==> src/rtl/mscrg_pkg.sv <==
package mscrg_pkg;

  localparam int unsigned MaxStops   = 8;
  localparam int unsigned MaxLength  = 4096;
  localparam int unsigned FracBits   = 16;
  localparam int unsigned PosBits    = 16;
  localparam int unsigned IdxW       = $clog2(MaxStops);
  localparam int unsigned CntW       = $clog2(MaxStops + 1);
  localparam int unsigned LenW       = 13;
  localparam int unsigned AccW       = 8 + FracBits + 2;
  localparam int unsigned QuoW       = 8 + FracBits;

  localparam logic [1:0] FuncAdd     = 2'd0;
  localparam logic [1:0] FuncClear   = 2'd1;
  localparam logic [1:0] FuncRestart = 2'd2;
  localparam logic [1:0] FuncNext    = 2'd3;

  localparam logic [1:0] StColor     = 2'd0;
  localparam logic [1:0] StAck       = 2'd1;
  localparam logic [1:0] StFull      = 2'd2;
  localparam logic [1:0] StDone      = 2'd3;

  localparam logic [1:0] AddrFront   = 2'd0;
  localparam logic [1:0] AddrBack    = 2'd1;
  localparam logic [1:0] AddrLength  = 2'd2;

  // Divider control passed from the sequencer.
  typedef struct packed {
    logic                start;
    logic [7:0]          mag;
    logic [LenW-1:0]     divisor;
  } div_req_t;

  typedef struct packed {
    logic                done;
    logic [QuoW-1:0]     quot;
  } div_rsp_t;

  function automatic logic [7:0] chan_of(input logic [23:0] c, input logic [1:0] k);
    logic [7:0] r;
    r = 8'd0;
    case (k)
      2'd0:    r = c[23:16];
      2'd1:    r = c[15:8];
      2'd2:    r = c[7:0];
      default: r = 8'd0;
    endcase
    return r;
  endfunction

  function automatic logic [7:0] accum_to_chan(input logic signed [AccW-1:0] a);
    logic [AccW-1:0] v;
    logic [7:0] r;
    v = $unsigned(a) + (AccW'(1) << (FracBits - 1));
    if (a < 0) r = 8'd0;
    else if ((v >> FracBits) > AccW'(255)) r = 8'd255;
    else r = v[FracBits +: 8];
    return r;
  endfunction

endpackage

==> src/rtl/mscrg_div.sv <==
module mscrg_div import mscrg_pkg::*; (
  input  logic     clk_i,
  input  logic     rst_ni,
  input  div_req_t req_i,
  output div_rsp_t rsp_o
);
  // Restoring divider, one quotient bit per cycle: (mag << FracBits) / divisor.
  localparam int unsigned CW = $clog2(QuoW + 1);

  logic [QuoW-1:0] dividend_q, dividend_d;
  logic [QuoW-1:0] quot_q, quot_d;
  logic [LenW:0]   rem_q, rem_d;
  logic [LenW-1:0] dvs_q, dvs_d;
  logic [CW-1:0]   cnt_q, cnt_d;
  logic            busy_q, busy_d, done_q, done_d;
  logic [LenW:0]   trial;

  always_comb begin
    dividend_d = dividend_q;
    quot_d     = quot_q;
    rem_d      = rem_q;
    dvs_d      = dvs_q;
    cnt_d      = cnt_q;
    busy_d     = busy_q;
    done_d     = 1'b0;
    trial      = {rem_q[LenW-1:0], dividend_q[QuoW-1]};
    if (req_i.start) begin
      dividend_d = {req_i.mag, FracBits'(0)};
      dvs_d      = req_i.divisor;
      rem_d      = '0;
      quot_d     = '0;
      cnt_d      = CW'(QuoW);
      busy_d     = 1'b1;
    end else if (busy_q) begin
      dividend_d = dividend_q << 1;
      if (trial >= {1'b0, dvs_q}) begin
        rem_d  = trial - {1'b0, dvs_q};
        quot_d = {quot_q[QuoW-2:0], 1'b1};
      end else begin
        rem_d  = trial;
        quot_d = {quot_q[QuoW-2:0], 1'b0};
      end
      cnt_d = cnt_q - CW'(1);
      if (cnt_q == CW'(1)) begin
        busy_d = 1'b0;
        done_d = 1'b1;
      end
    end
  end

  always_ff @(posedge clk_i or negedge rst_ni) begin
    if (!rst_ni) begin
      busy_q <= 1'b0;
      done_q <= 1'b0;
      cnt_q  <= '0;
    end else begin
      busy_q <= busy_d;
      done_q <= done_d;
      cnt_q  <= cnt_d;
    end
  end

  always_ff @(posedge clk_i) begin
    dividend_q <= dividend_d;
    quot_q     <= quot_d;
    rem_q      <= rem_d;
    dvs_q      <= dvs_d;
  end

  assign rsp_o.done = done_q;
  assign rsp_o.quot = quot_q;

endmodule

==> src/rtl/multi_stop_color_ramp_generator_unit.sv <==
// Channel   | Direction | Handshake           | Payload
// config    | in/out    | APB psel/penable    | front_color, back_color, ramp_length
// command   | in        | start_i while !busy | func, stop_position, stop_color
// result    | out       | done_o strobe       | status, ramp_color, ramp_index, last_color
//
// A next color word inside an open segment passes the decode, update and emit states
// (SNext, SStep, SEmit) before its result shows; busy_o stays high through the result
// cycle, so the next word is accepted only after that result has shown.
// Opening a segment costs the multiply state (SMul) plus three serial divisions on the
// shared one-bit-a-cycle divider.
// Adding a stop shifts the table one entry a cycle.
// Reset is asynchronous and active low; stop tables are not cleared.
// The receiver cannot stall: each result shows for one cycle on done_o.
module multi_stop_color_ramp_generator_unit import mscrg_pkg::*; (
  input  logic        clk_i,
  input  logic        rst_ni,
  input  logic        psel,
  input  logic        penable,
  input  logic        pwrite,
  input  logic [3:0]  paddr,
  input  logic [31:0] pwdata,
  output logic [31:0] prdata,
  output logic        pready,
  input  logic        start_i,
  output logic        busy_o,
  input  logic [1:0]  func_i,
  input  logic [15:0] stop_position_i,
  input  logic [23:0] stop_color_i,
  output logic        done_o,
  output logic [1:0]  status_o,
  output logic [23:0] ramp_color_o,
  output logic [11:0] ramp_index_o,
  output logic        last_color_o
);

  localparam logic [3:0] SIdle  = 4'd0;
  localparam logic [3:0] SShift = 4'd1;
  localparam logic [3:0] SNext  = 4'd2;
  localparam logic [3:0] SOpen  = 4'd3;
  localparam logic [3:0] SMul   = 4'd4;
  localparam logic [3:0] SDiv   = 4'd5;
  localparam logic [3:0] SDivW  = 4'd6;
  localparam logic [3:0] SStep  = 4'd7;
  localparam logic [3:0] SEmit  = 4'd8;

  // Configuration registers.
  logic [23:0]     front_q, back_q;
  logic [LenW-1:0] rlen_q;
  logic            wr_en;
  assign pready = 1'b1;
  assign wr_en  = psel && penable && pwrite;

  always_ff @(posedge clk_i or negedge rst_ni) begin
    if (!rst_ni) begin
      front_q <= 24'h000000;
      back_q  <= 24'hFFFFFF;
      rlen_q  <= LenW'(256);
    end else if (wr_en) begin
      case (paddr[3:2])
        AddrFront:  front_q <= pwdata[23:0];
        AddrBack:   back_q  <= pwdata[23:0];
        AddrLength: rlen_q  <= pwdata[LenW-1:0];
        default:    ;
      endcase
    end
  end

  always_comb begin
    case (paddr[3:2])
      AddrFront:  prdata = {8'd0, front_q};
      AddrBack:   prdata = {8'd0, back_q};
      AddrLength: prdata = {{(32-LenW){1'b0}}, rlen_q};
      default:    prdata = 32'd0;
    endcase
  end

  // Effective length, clamped into 2..MaxLength.
  logic [LenW-1:0] len;
  always_comb begin
    if (rlen_q < LenW'(2)) len = LenW'(2);
    else if (rlen_q > LenW'(MaxLength)) len = LenW'(MaxLength);
    else len = rlen_q;
  end

  // Stop tables.
  logic [15:0] pos_tab_q [MaxStops];
  logic [23:0] col_tab_q [MaxStops];

  logic [3:0]        state_q, state_d;
  logic [CntW-1:0]   cnt_q, cnt_d;
  logic [CntW-1:0]   seg_q, seg_d;
  logic [CntW-1:0]   j_q, j_d;
  logic [LenW-1:0]   ticks_q, ticks_d, emit_q, emit_d, cov_q, cov_d;
  logic [15:0]       prev_q, prev_d;
  logic signed [AccW-1:0] acc_q [3];
  logic signed [AccW-1:0] acc_d [3];
  logic signed [AccW-1:0] stp_q [3];
  logic signed [AccW-1:0] stp_d [3];
  logic [1:0]        k_q, k_d;
  logic [LenW-1:0]   dist_q, dist_d;
  logic [23:0]       sc_q, sc_d, ec_q, ec_d;
  logic [LenW+PosBits-1:0] prod_q, prod_d;
  logic [15:0]       in_pos_q, in_pos_d;
  logic [23:0]       in_col_q, in_col_d;
  logic              tab_we;
  logic [IdxW-1:0]   tab_wa;
  logic [15:0]       tab_wp;
  logic [23:0]       tab_wc;

  logic        done_d, done_q, last_d, last_q;
  logic [1:0]  st_d, st_q;
  logic [23:0] rc_d, rc_q;
  logic [11:0] ri_d, ri_q;

  div_req_t dreq;
  div_rsp_t drsp;
  mscrg_div u_div (.clk_i, .rst_ni, .req_i(dreq), .rsp_o(drsp));

  logic [LenW-1:0] room;
  logic [IdxW-1:0] seg_ix, segm1_ix, jm1_ix;
  logic signed [9:0] diff;
  logic [7:0]  mag;
  logic [LenW-1:0] dist_raw;
  assign room     = (cov_q < len - LenW'(1)) ? (len - LenW'(1) - cov_q) : '0;
  assign seg_ix   = seg_q[IdxW-1:0];
  assign segm1_ix = IdxW'(seg_q - CntW'(1));
  assign jm1_ix   = IdxW'(j_q - CntW'(1));
  assign diff     = $signed({2'b00, chan_of(ec_q, k_q)}) - $signed({2'b00, chan_of(sc_q, k_q)});
  assign mag      = diff[9] ? 8'(-diff) : diff[7:0];
  assign dist_raw = prod_q[PosBits +: LenW];

  always_comb begin
    state_d = state_q; cnt_d = cnt_q; seg_d = seg_q; j_d = j_q;
    ticks_d = ticks_q; emit_d = emit_q; cov_d = cov_q; prev_d = prev_q;
    acc_d = acc_q; stp_d = stp_q; k_d = k_q; dist_d = dist_q;
    sc_d = sc_q; ec_d = ec_q; prod_d = prod_q; in_pos_d = in_pos_q;
    in_col_d = in_col_q;
    tab_we = 1'b0; tab_wa = '0; tab_wp = in_pos_q; tab_wc = in_col_q;
    done_d = 1'b0; st_d = StAck; rc_d = '0; ri_d = '0; last_d = 1'b0;
    dreq.start = 1'b0; dreq.mag = mag; dreq.divisor = dist_q;
    case (state_q)
      SIdle: begin
        // The result cycle still counts as busy, so no word is taken then.
        if (start_i && !done_q) begin
          case (func_i)
            FuncAdd: begin
              if (cnt_q >= CntW'(MaxStops)) begin
                done_d = 1'b1; st_d = StFull;
              end else begin
                in_pos_d = stop_position_i; in_col_d = stop_color_i;
                j_d = cnt_q; state_d = SShift;
              end
            end
            FuncClear, FuncRestart: begin
              if (func_i == FuncClear) cnt_d = '0;
              seg_d = '0; ticks_d = '0; emit_d = '0; cov_d = '0; prev_d = '0;
              done_d = 1'b1; st_d = StAck;
            end
            default: state_d = SNext;
          endcase
        end
      end
      SShift: begin
        if (j_q != '0 && pos_tab_q[jm1_ix] > in_pos_q) begin
          tab_we = 1'b1; tab_wa = IdxW'(j_q);
          tab_wp = pos_tab_q[jm1_ix]; tab_wc = col_tab_q[jm1_ix];
          j_d = j_q - CntW'(1);
        end else begin
          tab_we = 1'b1; tab_wa = IdxW'(j_q);
          cnt_d = cnt_q + CntW'(1);
          seg_d = '0; ticks_d = '0; emit_d = '0; cov_d = '0; prev_d = '0;
          done_d = 1'b1; st_d = StAck; state_d = SIdle;
        end
      end
      SNext: begin
        state_d = SIdle;
        done_d = 1'b1;
        if ({1'b0, emit_q} >= {1'b0, len}) begin
          st_d = StDone;
        end else if (emit_q == len - LenW'(1)) begin
          st_d = StColor; rc_d = back_q; ri_d = emit_q[11:0]; last_d = 1'b1;
          emit_d = emit_q + LenW'(1);
        end else if (ticks_q != '0) begin
          done_d = 1'b0; state_d = SStep;
        end else begin
          done_d = 1'b0; state_d = SOpen;
        end
      end
      SOpen: begin
        if (seg_q > cnt_q) begin
          done_d = 1'b1; st_d = StColor; rc_d = back_q; ri_d = emit_q[11:0];
          emit_d = emit_q + LenW'(1); state_d = SIdle;
        end else begin
          sc_d = (seg_q == '0) ? front_q : col_tab_q[segm1_ix];
          if (seg_q < cnt_q) begin
            ec_d = col_tab_q[seg_ix];
            prod_d = (pos_tab_q[seg_ix] > prev_q)
                   ? (LenW+PosBits)'(pos_tab_q[seg_ix] - prev_q) * (LenW+PosBits)'(len)
                   : '0;
            prev_d = pos_tab_q[seg_ix];
          end else begin
            ec_d = back_q;
            prod_d = {room, PosBits'(0)};
          end
          seg_d = seg_q + CntW'(1);
          state_d = SMul;
        end
      end
      SMul: begin
        dist_d = (dist_raw > room) ? room : dist_raw;
        if (((dist_raw > room) ? room : dist_raw) == '0) begin
          state_d = SOpen;
        end else begin
          k_d = 2'd0; state_d = SDiv;
        end
      end
      SDiv: begin
        dreq.start = 1'b1; state_d = SDivW;
      end
      SDivW: begin
        if (drsp.done) begin
          stp_d[k_q] = diff[9] ? -$signed({2'b00, drsp.quot}) : $signed({2'b00, drsp.quot});
          acc_d[k_q] = $signed({2'b00, chan_of(sc_q, k_q), FracBits'(0)});
          if (k_q == 2'd2) begin
            cov_d = cov_q + dist_q; ticks_d = dist_q;
            state_d = SStep;
          end else begin
            k_d = k_q + 2'd1; state_d = SDiv;
          end
        end
      end
      SStep: begin
        // The accumulators move only when emitted plus remaining entries
        // differ from the covered distance.
        if (({1'b0, emit_q} + {1'b0, ticks_q}) != {1'b0, cov_q}) begin
          for (int k = 0; k < 3; k++) acc_d[k] = acc_q[k] + stp_q[k];
        end
        state_d = SEmit;
      end
      SEmit: begin
        done_d = 1'b1; st_d = StColor; ri_d = emit_q[11:0];
        rc_d = {accum_to_chan(acc_q[0]), accum_to_chan(acc_q[1]), accum_to_chan(acc_q[2])};
        ticks_d = ticks_q - LenW'(1);
        emit_d = emit_q + LenW'(1);
        state_d = SIdle;
      end
      default: state_d = SIdle;
    endcase
  end

  always_ff @(posedge clk_i or negedge rst_ni) begin
    if (!rst_ni) begin
      state_q <= SIdle; cnt_q <= '0; seg_q <= '0; ticks_q <= '0;
      emit_q <= '0; cov_q <= '0; prev_q <= '0; done_q <= 1'b0;
    end else begin
      state_q <= state_d; cnt_q <= cnt_d; seg_q <= seg_d; ticks_q <= ticks_d;
      emit_q <= emit_d; cov_q <= cov_d; prev_q <= prev_d; done_q <= done_d;
    end
  end

  always_ff @(posedge clk_i) begin
    j_q <= j_d; acc_q <= acc_d; stp_q <= stp_d; k_q <= k_d; dist_q <= dist_d;
    sc_q <= sc_d; ec_q <= ec_d; prod_q <= prod_d; in_pos_q <= in_pos_d;
    in_col_q <= in_col_d;
    st_q <= st_d; rc_q <= rc_d; ri_q <= ri_d; last_q <= last_d;
    if (tab_we) begin
      pos_tab_q[tab_wa] <= tab_wp;
      col_tab_q[tab_wa] <= tab_wc;
    end
  end

  assign busy_o       = (state_q != SIdle) || done_q;
  assign done_o       = done_q;
  assign status_o     = st_q;
  assign ramp_color_o = rc_q;
  assign ramp_index_o = ri_q;
  assign last_color_o = last_q;

  a_cnt_bound: assert property (@(posedge clk_i) disable iff (!rst_ni)
    cnt_q <= CntW'(MaxStops)) else $error("stop count overflow");
  a_cov_bound: assert property (@(posedge clk_i) disable iff (!rst_ni)
    (state_q == SIdle) |-> (ticks_q <= cov_q)) else $error("ticks exceed covered");
  a_last_color: assert property (@(posedge clk_i) disable iff (!rst_ni)
    (done_q && last_q) |-> (st_q == StColor)) else $error("last without color");
  a_one_word: assert property (@(posedge clk_i) disable iff (!rst_ni)
    done_q |=> !done_q) else $error("double result");

endmodule

==> config.mk <==
export PLATFORM = sky130hd
export DESIGN_NAME = multi_stop_color_ramp_generator_unit
export DESIGN_NICKNAME = d
export VERILOG_FILES = /design/src/rtl/mscrg_pkg.sv /design/src/rtl/mscrg_div.sv /design/src/rtl/multi_stop_color_ramp_generator_unit.sv
export SDC_FILE = /design/constraint.sdc
export NUM_CORES = 2
export LEC_CHECK = 0
export BUFFER_PORTS_ARGS = -buffer_cell sky130_fd_sc_hd__clkbuf_2
export CELL_PAD_IN_SITES_DETAIL_PLACEMENT = 1
export CELL_PAD_IN_SITES_GLOBAL_PLACEMENT = 2
export CORE_MARGIN = 4
export CORE_UTILIZATION = 40
export DETAILED_ROUTE_END_ITERATION = 12
export GPL_ROUTABILITY_DRIVEN = 0
export GPL_TIMING_DRIVEN = 0
export PLACE_DENSITY_LB_ADDON = 0.1
export SYNTH_ARGS = -nofsm -noshare
export SYNTH_HDL_FRONTEND = slang
export SYNTH_HIERARCHICAL = 1
export SYNTH_SLANG_ARGS = --single-unit
export TNS_END_PERCENT = 30
==> constraint.sdc <==
create_clock -name clk_i -period 9.33 [get_ports clk_i]
set_clock_uncertainty 0.05 [all_clocks]
set_input_delay 0.933 -clock clk_i [delete_from_list [all_inputs] [get_ports clk_i]]
set_output_delay 0.933 -clock clk_i [all_outputs]
set_load 0.1 [all_outputs]
# Yosys cells after proc, flatten, opt, wreduce, memory -nomap -nowiden
# Memories as Yosys holds them, arrays and structs flattened.
# Cells that the tools add are included.
[totals] output_inout_bits=74 word_cells=284 mem_count=2 ram_bits=320 reg_bits=509 input_bits=84 mem_bits_ro=0 latchBits=0
[op_classes] n_addsub=23 shift=0 magnitude_cmp=19 div=0 bitwise=4 n_reduce_logical=42 n_eq_ne=36 muxes=121 mul=1
[mem_list] name="col_tab_q" depth=8 word_bits=24 read_ports=3 rd_ports_with_merged_regs=0 wr=1 line="multi_stop_color_ramp_generator_unit.sv:87" rtl="logic [23:0] col_tab_q [MaxStops];"
[mem_list] name="pos_tab_q" depth=8 word_bits=16 read_ports=2 rd_ports_with_merged_regs=0 wr=1 line="multi_stop_color_ramp_generator_unit.sv:86" rtl="logic [15:0] pos_tab_q [MaxStops];"
[op_table] cell="$mux W24" n=9
[op_table] cell="$mux W13" n=15
[op_table] cell="$bwmux W78" n=2
[op_table] cell="$mux W78" n=2
[op_table] cell="$pmux W78 S2" n=1
[op_table] cell="$pmux W24 S3" n=2
[op_table] cell="$mux W16" n=7
[op_table] cell="$add A26 B16 Y26 const B" n=3
[op_table] cell="$add A26 B26 Y26" n=3
[op_table] cell="$lt A26 B1 Y1 const B" n=3
[op_table] cell="$mux W8" n=9
[op_table] cell="$pmux W13 S5" n=1
[op_table] cell="$mux W4" n=15
[op_table] cell="$mux W29" n=2
[op_table] cell="$demux W26 S2" n=1
[op_table] cell="$mux W26" n=2
[op_table] cell="$pmux W13 S4" n=1
[op_table] cell="$pmux W16 S3" n=1
[op_table] cell="$pmux W8 S3" n=2
[op_table] cell="$pmux W13 S3" n=1
[op_table] cell="$mux W12" n=3
[op_table] cell="$pmux W12 S3" n=1
[op_table] cell="$gt A16 B16 Y1" n=2
[op_table] cell="$pmux W4 S8" n=1
[op_table] cell="69 further kinds" n=157

# Depth between registers and ports, before layout
[logic_depth] word_depth=11 mapped_depth=38 depth_no_buf=36

# Cells and area by module
# Netlist, hierarchy kept.
[by_module_without_submodules] mod="multi_stop_color_ramp_generator_unit" area_each_um2=50405.8 seq_area_each_um2=21937.3 n_inst=1 cells_per_inst=4291
[by_module_without_submodules] mod="mscrg_div" area_each_um2=3249.4 seq_area_each_um2=1546.5 n_inst=1 cells_per_inst=313

# Worst setup path after synthesis
# OpenSTA, ideal clock, no wires.
[synth_timing] kind="reg2reg" startpoint="register seg_q[0]" endpoint="register prod_q[28], data pin" path_slack_ps=-369 setup_time_ps=274 path_buffers=2 path_stages_with_launch=37 arrival_time_ps=9375 required_time_ps=9006 synth_period_minus_slack_ps=9699 cell_sequence="dfrtp_1 clkbuf_1 buf_1 mux4_2 mux2i_1 inv_1 ha_1 nor2b_1 o21ai_0 a21boi_0 o211ai_1 a21oi_1 or3_1 a31o_2 a21oi_1 xor2_1 nor2_1 fa_1 inv_1 fa_1 inv_1 fa_1 fa_1 fa_1 inv_1 fa_1 inv_1 ha_1 nand3_1 o211ai_1 o41ai_1 o21ai_0 o31ai_1 o21ai_0 o41ai_1 xnor2_1 o22ai_1"
[synth_via] elab_chain_len=5 elab_cells_between_ends=7 cone_classes="add/sub: 1; mul: 1; order compare: 2; mux: 2; memory: 1"
[synth_rtl] item="start: declaration" line="multi_stop_color_ramp_generator_unit.sv:91" rtl="logic [CntW-1:0] seg_q, seg_d;"
[synth_rtl] item="start signal: assignment" line="multi_stop_color_ramp_generator_unit.sv:256" rtl="state_q <= state_d; cnt_q <= cnt_d; seg_q <= seg_d; ticks_q <= ticks_d;"
[synth_rtl] item="$mem_v2 Z8 W16"
[synth_rtl] item="$sub A16 B16 Y17" line="multi_stop_color_ramp_generator_unit.sv:198" rtl="? (LenW+PosBits)'(pos_tab_q[seg_ix] - prev_q) * (LenW+PosBits)'(len)"
[synth_rtl] item="$mul A17 B14 Y29" line="multi_stop_color_ramp_generator_unit.sv:198"
[synth_rtl] item="$mux W29" line="multi_stop_color_ramp_generator_unit.sv:198"
[synth_rtl] item="$mux W29 (*)" line="multi_stop_color_ramp_generator_unit.sv:195" rtl="if (seg_q < cnt_q) begin"
[synth_rtl] item="end signal: assignment" line="multi_stop_color_ramp_generator_unit.sv:263" rtl="sc_q <= sc_d; ec_q <= ec_d; prod_q <= prod_d; in_pos_q <= in_pos_d;"
[synth_rtl] item="end: declaration" line="multi_stop_color_ramp_generator_unit.sv:102" rtl="logic [LenW+PosBits-1:0] prod_q, prod_d;"
# Every way passes the cells marked *; elsewhere a longest branch is shown, timed or not.
# A chain may end at the register's enable or synchronous reset.

# Final worst setup path
[layout_timing] startpoint="register seg_q[0]" endpoint="register prod_q[27], data pin"
# Same word-level chain as after synthesis.

==> qor.txt <==
status - finished, violations left
failing checks - negative setup slack
Max Cap Violations - 0
Reg2Reg Launch Point - seg_q[0]$_DFFE_PN0P_
Tmin final - 9.72 ns
Die Wd - 374 um
Bufs and invs on worst path - 7
Starting DRT DRC Count - 3,325
Routed Antenna Nets - 0
CP max stage cell - fa_1
post-synthesis compound-gate area fraction - 0.0942
CP endpoint kind - flop
FFs w/ async S/R, synth - 0.164
Worst Hold Class - in -> async
CP Data Arrival Time - 10.11 ns
Synth Instances - 4,604
Required @ worst endpoint - 9.72 ns
max frequency - 103 MHz
EDFF count, synth - 617
unrepaired setup endpoints after global routing - yes
Yosys reg bits - 829
drt total wl - 180,000 um
share of cells above drive strength 1 - 0.187
Post-Syn Area per Cell - 11.7 um2
Die H - 374 um
P&R area growth vs syn - 15.4%
input/output buffers - 136
Worst-Skew Late Latency - 0.74 ns
final-report hold violation count - 0
Vias/cell - 5.67
post-synthesis mux area share - 0.135
Row Count - 134
pin count of the biggest net entering global routing - 90
YS warnings - 6
io pins - 158
Die ar. - 140,000 um2
GR Overflow Total - 0
TNS Setup - -1.33 ns
post-synthesis simple-gate area fraction - 0.106
CTS tree - yes
DRC - 0
Critical Path Fanout Max - 5
initial antenna violation count - 20
final setup violating endpoints - 7
largest family of logic cells by synthesized area - adder cells
adder-cell share of the synthesized area - 0.146
number of distinct library cells after synthesis - 101
Tcrit/Tclk final - 1.04
Layout Nets - 5,526
GRT Resource Usage Total - 0.256
Setup CP Type - reg -> reg
CP peak stage delay - 0.56 ns
clk sinks - 829
clk buf depth - 3
crit start category - flop
Synth Flop Type - edfxtp_1
max-slew violations - 0
Routed wire per std cell - 26.5 um
Final WS setup - -0.390 ns
most frequent CP cell - fa_1
critical path's top delay family - adder cells
number of CTS-inserted buffers - 98
hpwl dp - 139,000 um
post-synthesis xor/xnor area fraction - 0.0384
Seq/Total Area, Yosys - 0.438
top cells by area, synth - edfxtp_1, mux4_2, fa_1
detailed-route via count - 38,600
global-route wire length before repair - 268,000 um
Mapped Area - 53,700 um2
Placeable Area - 133,000 um2
worst-margin pin slew - 1.25 ns
Initial Util - 0.403
worst setup path startpoint - seg_q[0]$_DFFE_PN0P_
CTS clk-pin slew, worst paths - 0.06 ns
TritonRoute pass-1 iters - 8
top-area cell type share of the netlist area - 0.345
H-tree Lvls - 3
vias in the first global route - 40,200
root buf cell - clkbuf_16
largest area contributor in the netlist - edfxtp_1
Slew HR - 0.161
-- metal layers --
metal	global-route usage	vias up	routed length, um
li1	-	17400	-
met1	0.362	19900	81600
met2	0.406	1001	82800
met3	0.0512	224	11400
met4	0.0632	2	4330
met5	0	-	14
-- synthesized netlist by cell type (22+ instances only) --
library cell and n:
clkbuf_1 151, a211oi_1 22, o21a_1 29, mux2_2 110
xor2_1 86, nor4_1 26, a21oi_1 164, a21o_1 67
nor2_1 369, mux2i_1 132, buf_1 33, fa_1 211
nor2b_1 55, o31ai_1 26, ha_1 287, edfxtp_1 617
inv_1 383, dfrtp_1 111, or3_1 38, or2_2 23
nand2_1 385, nand4_1 29, dfxtp_1 76, and3_1 38
nand3_1 86, o21ai_0 217, o22ai_1 37, mux4_2 208
dfstp_2 25, a22o_1 26, nand2b_1 39, nor3_1 78
xnor2_1 149
-- worst paths after layout --
path / end / slack (ns) / cells after the start
hold reg to reg: prev_q[8]$_DFFE_PN0P_ / 0.43 / 2
hold / removal: front_q[16]$_DFFE_PN0P_ / 0.11 / 1
max in group asynchronous: emit_q[6]$_DFFE_PN0P_ / 8.16 / 2
setup reg to reg: prod_q[27]$_DFFE_PP_ / -0.39 / 37
min in group clk_i: in_col_q[20]$_DFFE_PP_ / 0.32 / 1
setup / recovery: prod_q[27]$_DFFE_PP_ / -0.39 / 37
-- worst reg2reg max path, delay by kind of cell, from the launching register on --
| family | cells | cell delay, ns |
|---|---|---|
| adder cells (fa/ha/maj) | 8 | 3.58 |
| XOR/XNOR | 2 | 0.54 |
| buffers and inverters | 7 | 0.58 |
| AO/OA/AOI/OAI | 13 | 2.60 |
| multiplexers | 2 | 0.78 |
| AND/OR/NAND/NOR | 5 | 0.81 |
| flip-flops | 1 | 0.49 |
-- stage by stage --
step / std cells / utilization / hold slack [ns] / setup WS [ns] / area (um2)
2_1_floorplan: 4611 / - / 0.400 / 0.0525 / 53700
3_3_place_gp: 6515 / 0.425 / 0.416 / -2.98 / 56600
3_5_place_dp: 6571 / 0.430 / 0.424 / -3.08 / 57300
4_1_cts: 6782 / 0.462 / 0.0849 / -0.275 / 61600
5_1_grt: 6796 / 0.464 / 0.111 / -0.585 / 61900
6_report: 6807 / 0.464 / 0.110 / -0.390 / 61900
-- layout by cell type, fill, tap and decap left out, types with 19 or more instances in the layout --
cell type,netlist,layout
clkinv_1,3,21
mux4_2,208,208
nor2_1,369,360
dfrtp_1,111,109
dfstp_2,25,25
nor4_1,26,23
buf_4,11,67
xnor2_1,149,132
o21ai_0,217,206
a31oi_1,21,19
clkinv_2,0,19
buf_1,33,27
nand2_1,385,383
clkbuf_2,0,139
nand4_1,29,29
and3_1,38,36
o31ai_1,26,25
a211oi_1,22,22
inv_1,383,376
nand3_1,86,83
a21o_1,67,65
nor2b_1,55,53
mux2_2,110,110
fa_1,211,209
or3_1,38,37
clkbuf_16,0,106
buf_6,3,41
o21a_1,29,28
or2_2,23,23
a22o_1,26,26
ha_1,287,280
edfxtp_1,617,617
mux2i_1,132,130
clkbuf_1,151,150
xor2_1,86,75
o22ai_1,37,36
nor3_1,78,67
dfxtp_1,76,76
a21oi_1,164,157
nand2b_1,39,39
-- flip-flops by register name, summed over array words and instances, names as in the netlist, 16 cells and up --
register	cells
front_q	24
ramp_color_o	24
ec_q	24
prev_q	16
acc_q	78
col_tab_q	192
pos_tab_q	128
in_pos_q	16
back_q	24
u_div/quot_q	24
stp_q	78
in_col_q	24
sc_q	24
-- timing repair --
item                                    4_1_cts  5_1_grt
setup buffers                                29       15
hold buffers                                  0        0
endpoints found under the setup margin       13       16
gates resized for setup                     131       41
pin swaps                                    39       32
-- layout make-up --
type	count	area [um2]
Antenna cell	11	27.5
Buffer	200	957
Clock buffer	125	2770
Clock inverter	59	566
Fill cell	14100	71400
Inverter	387	1450
Multi-Input combinational cell	3192	28800
Sequential cell	829	23500
Tap cell	1768	2210
Timing Repair Buffer	236	1670
-- cells by family after synthesis --
group,after synthesis
mux,450
fa+ha+maj,498
buf+inv,590
compound gates,774
other cells,2
flops,829
xor+xnor,235
simple gates,1226
Power is not shown: default switching activity piles up to over one toggle a cycle in this logic, so the estimate is an artifact.
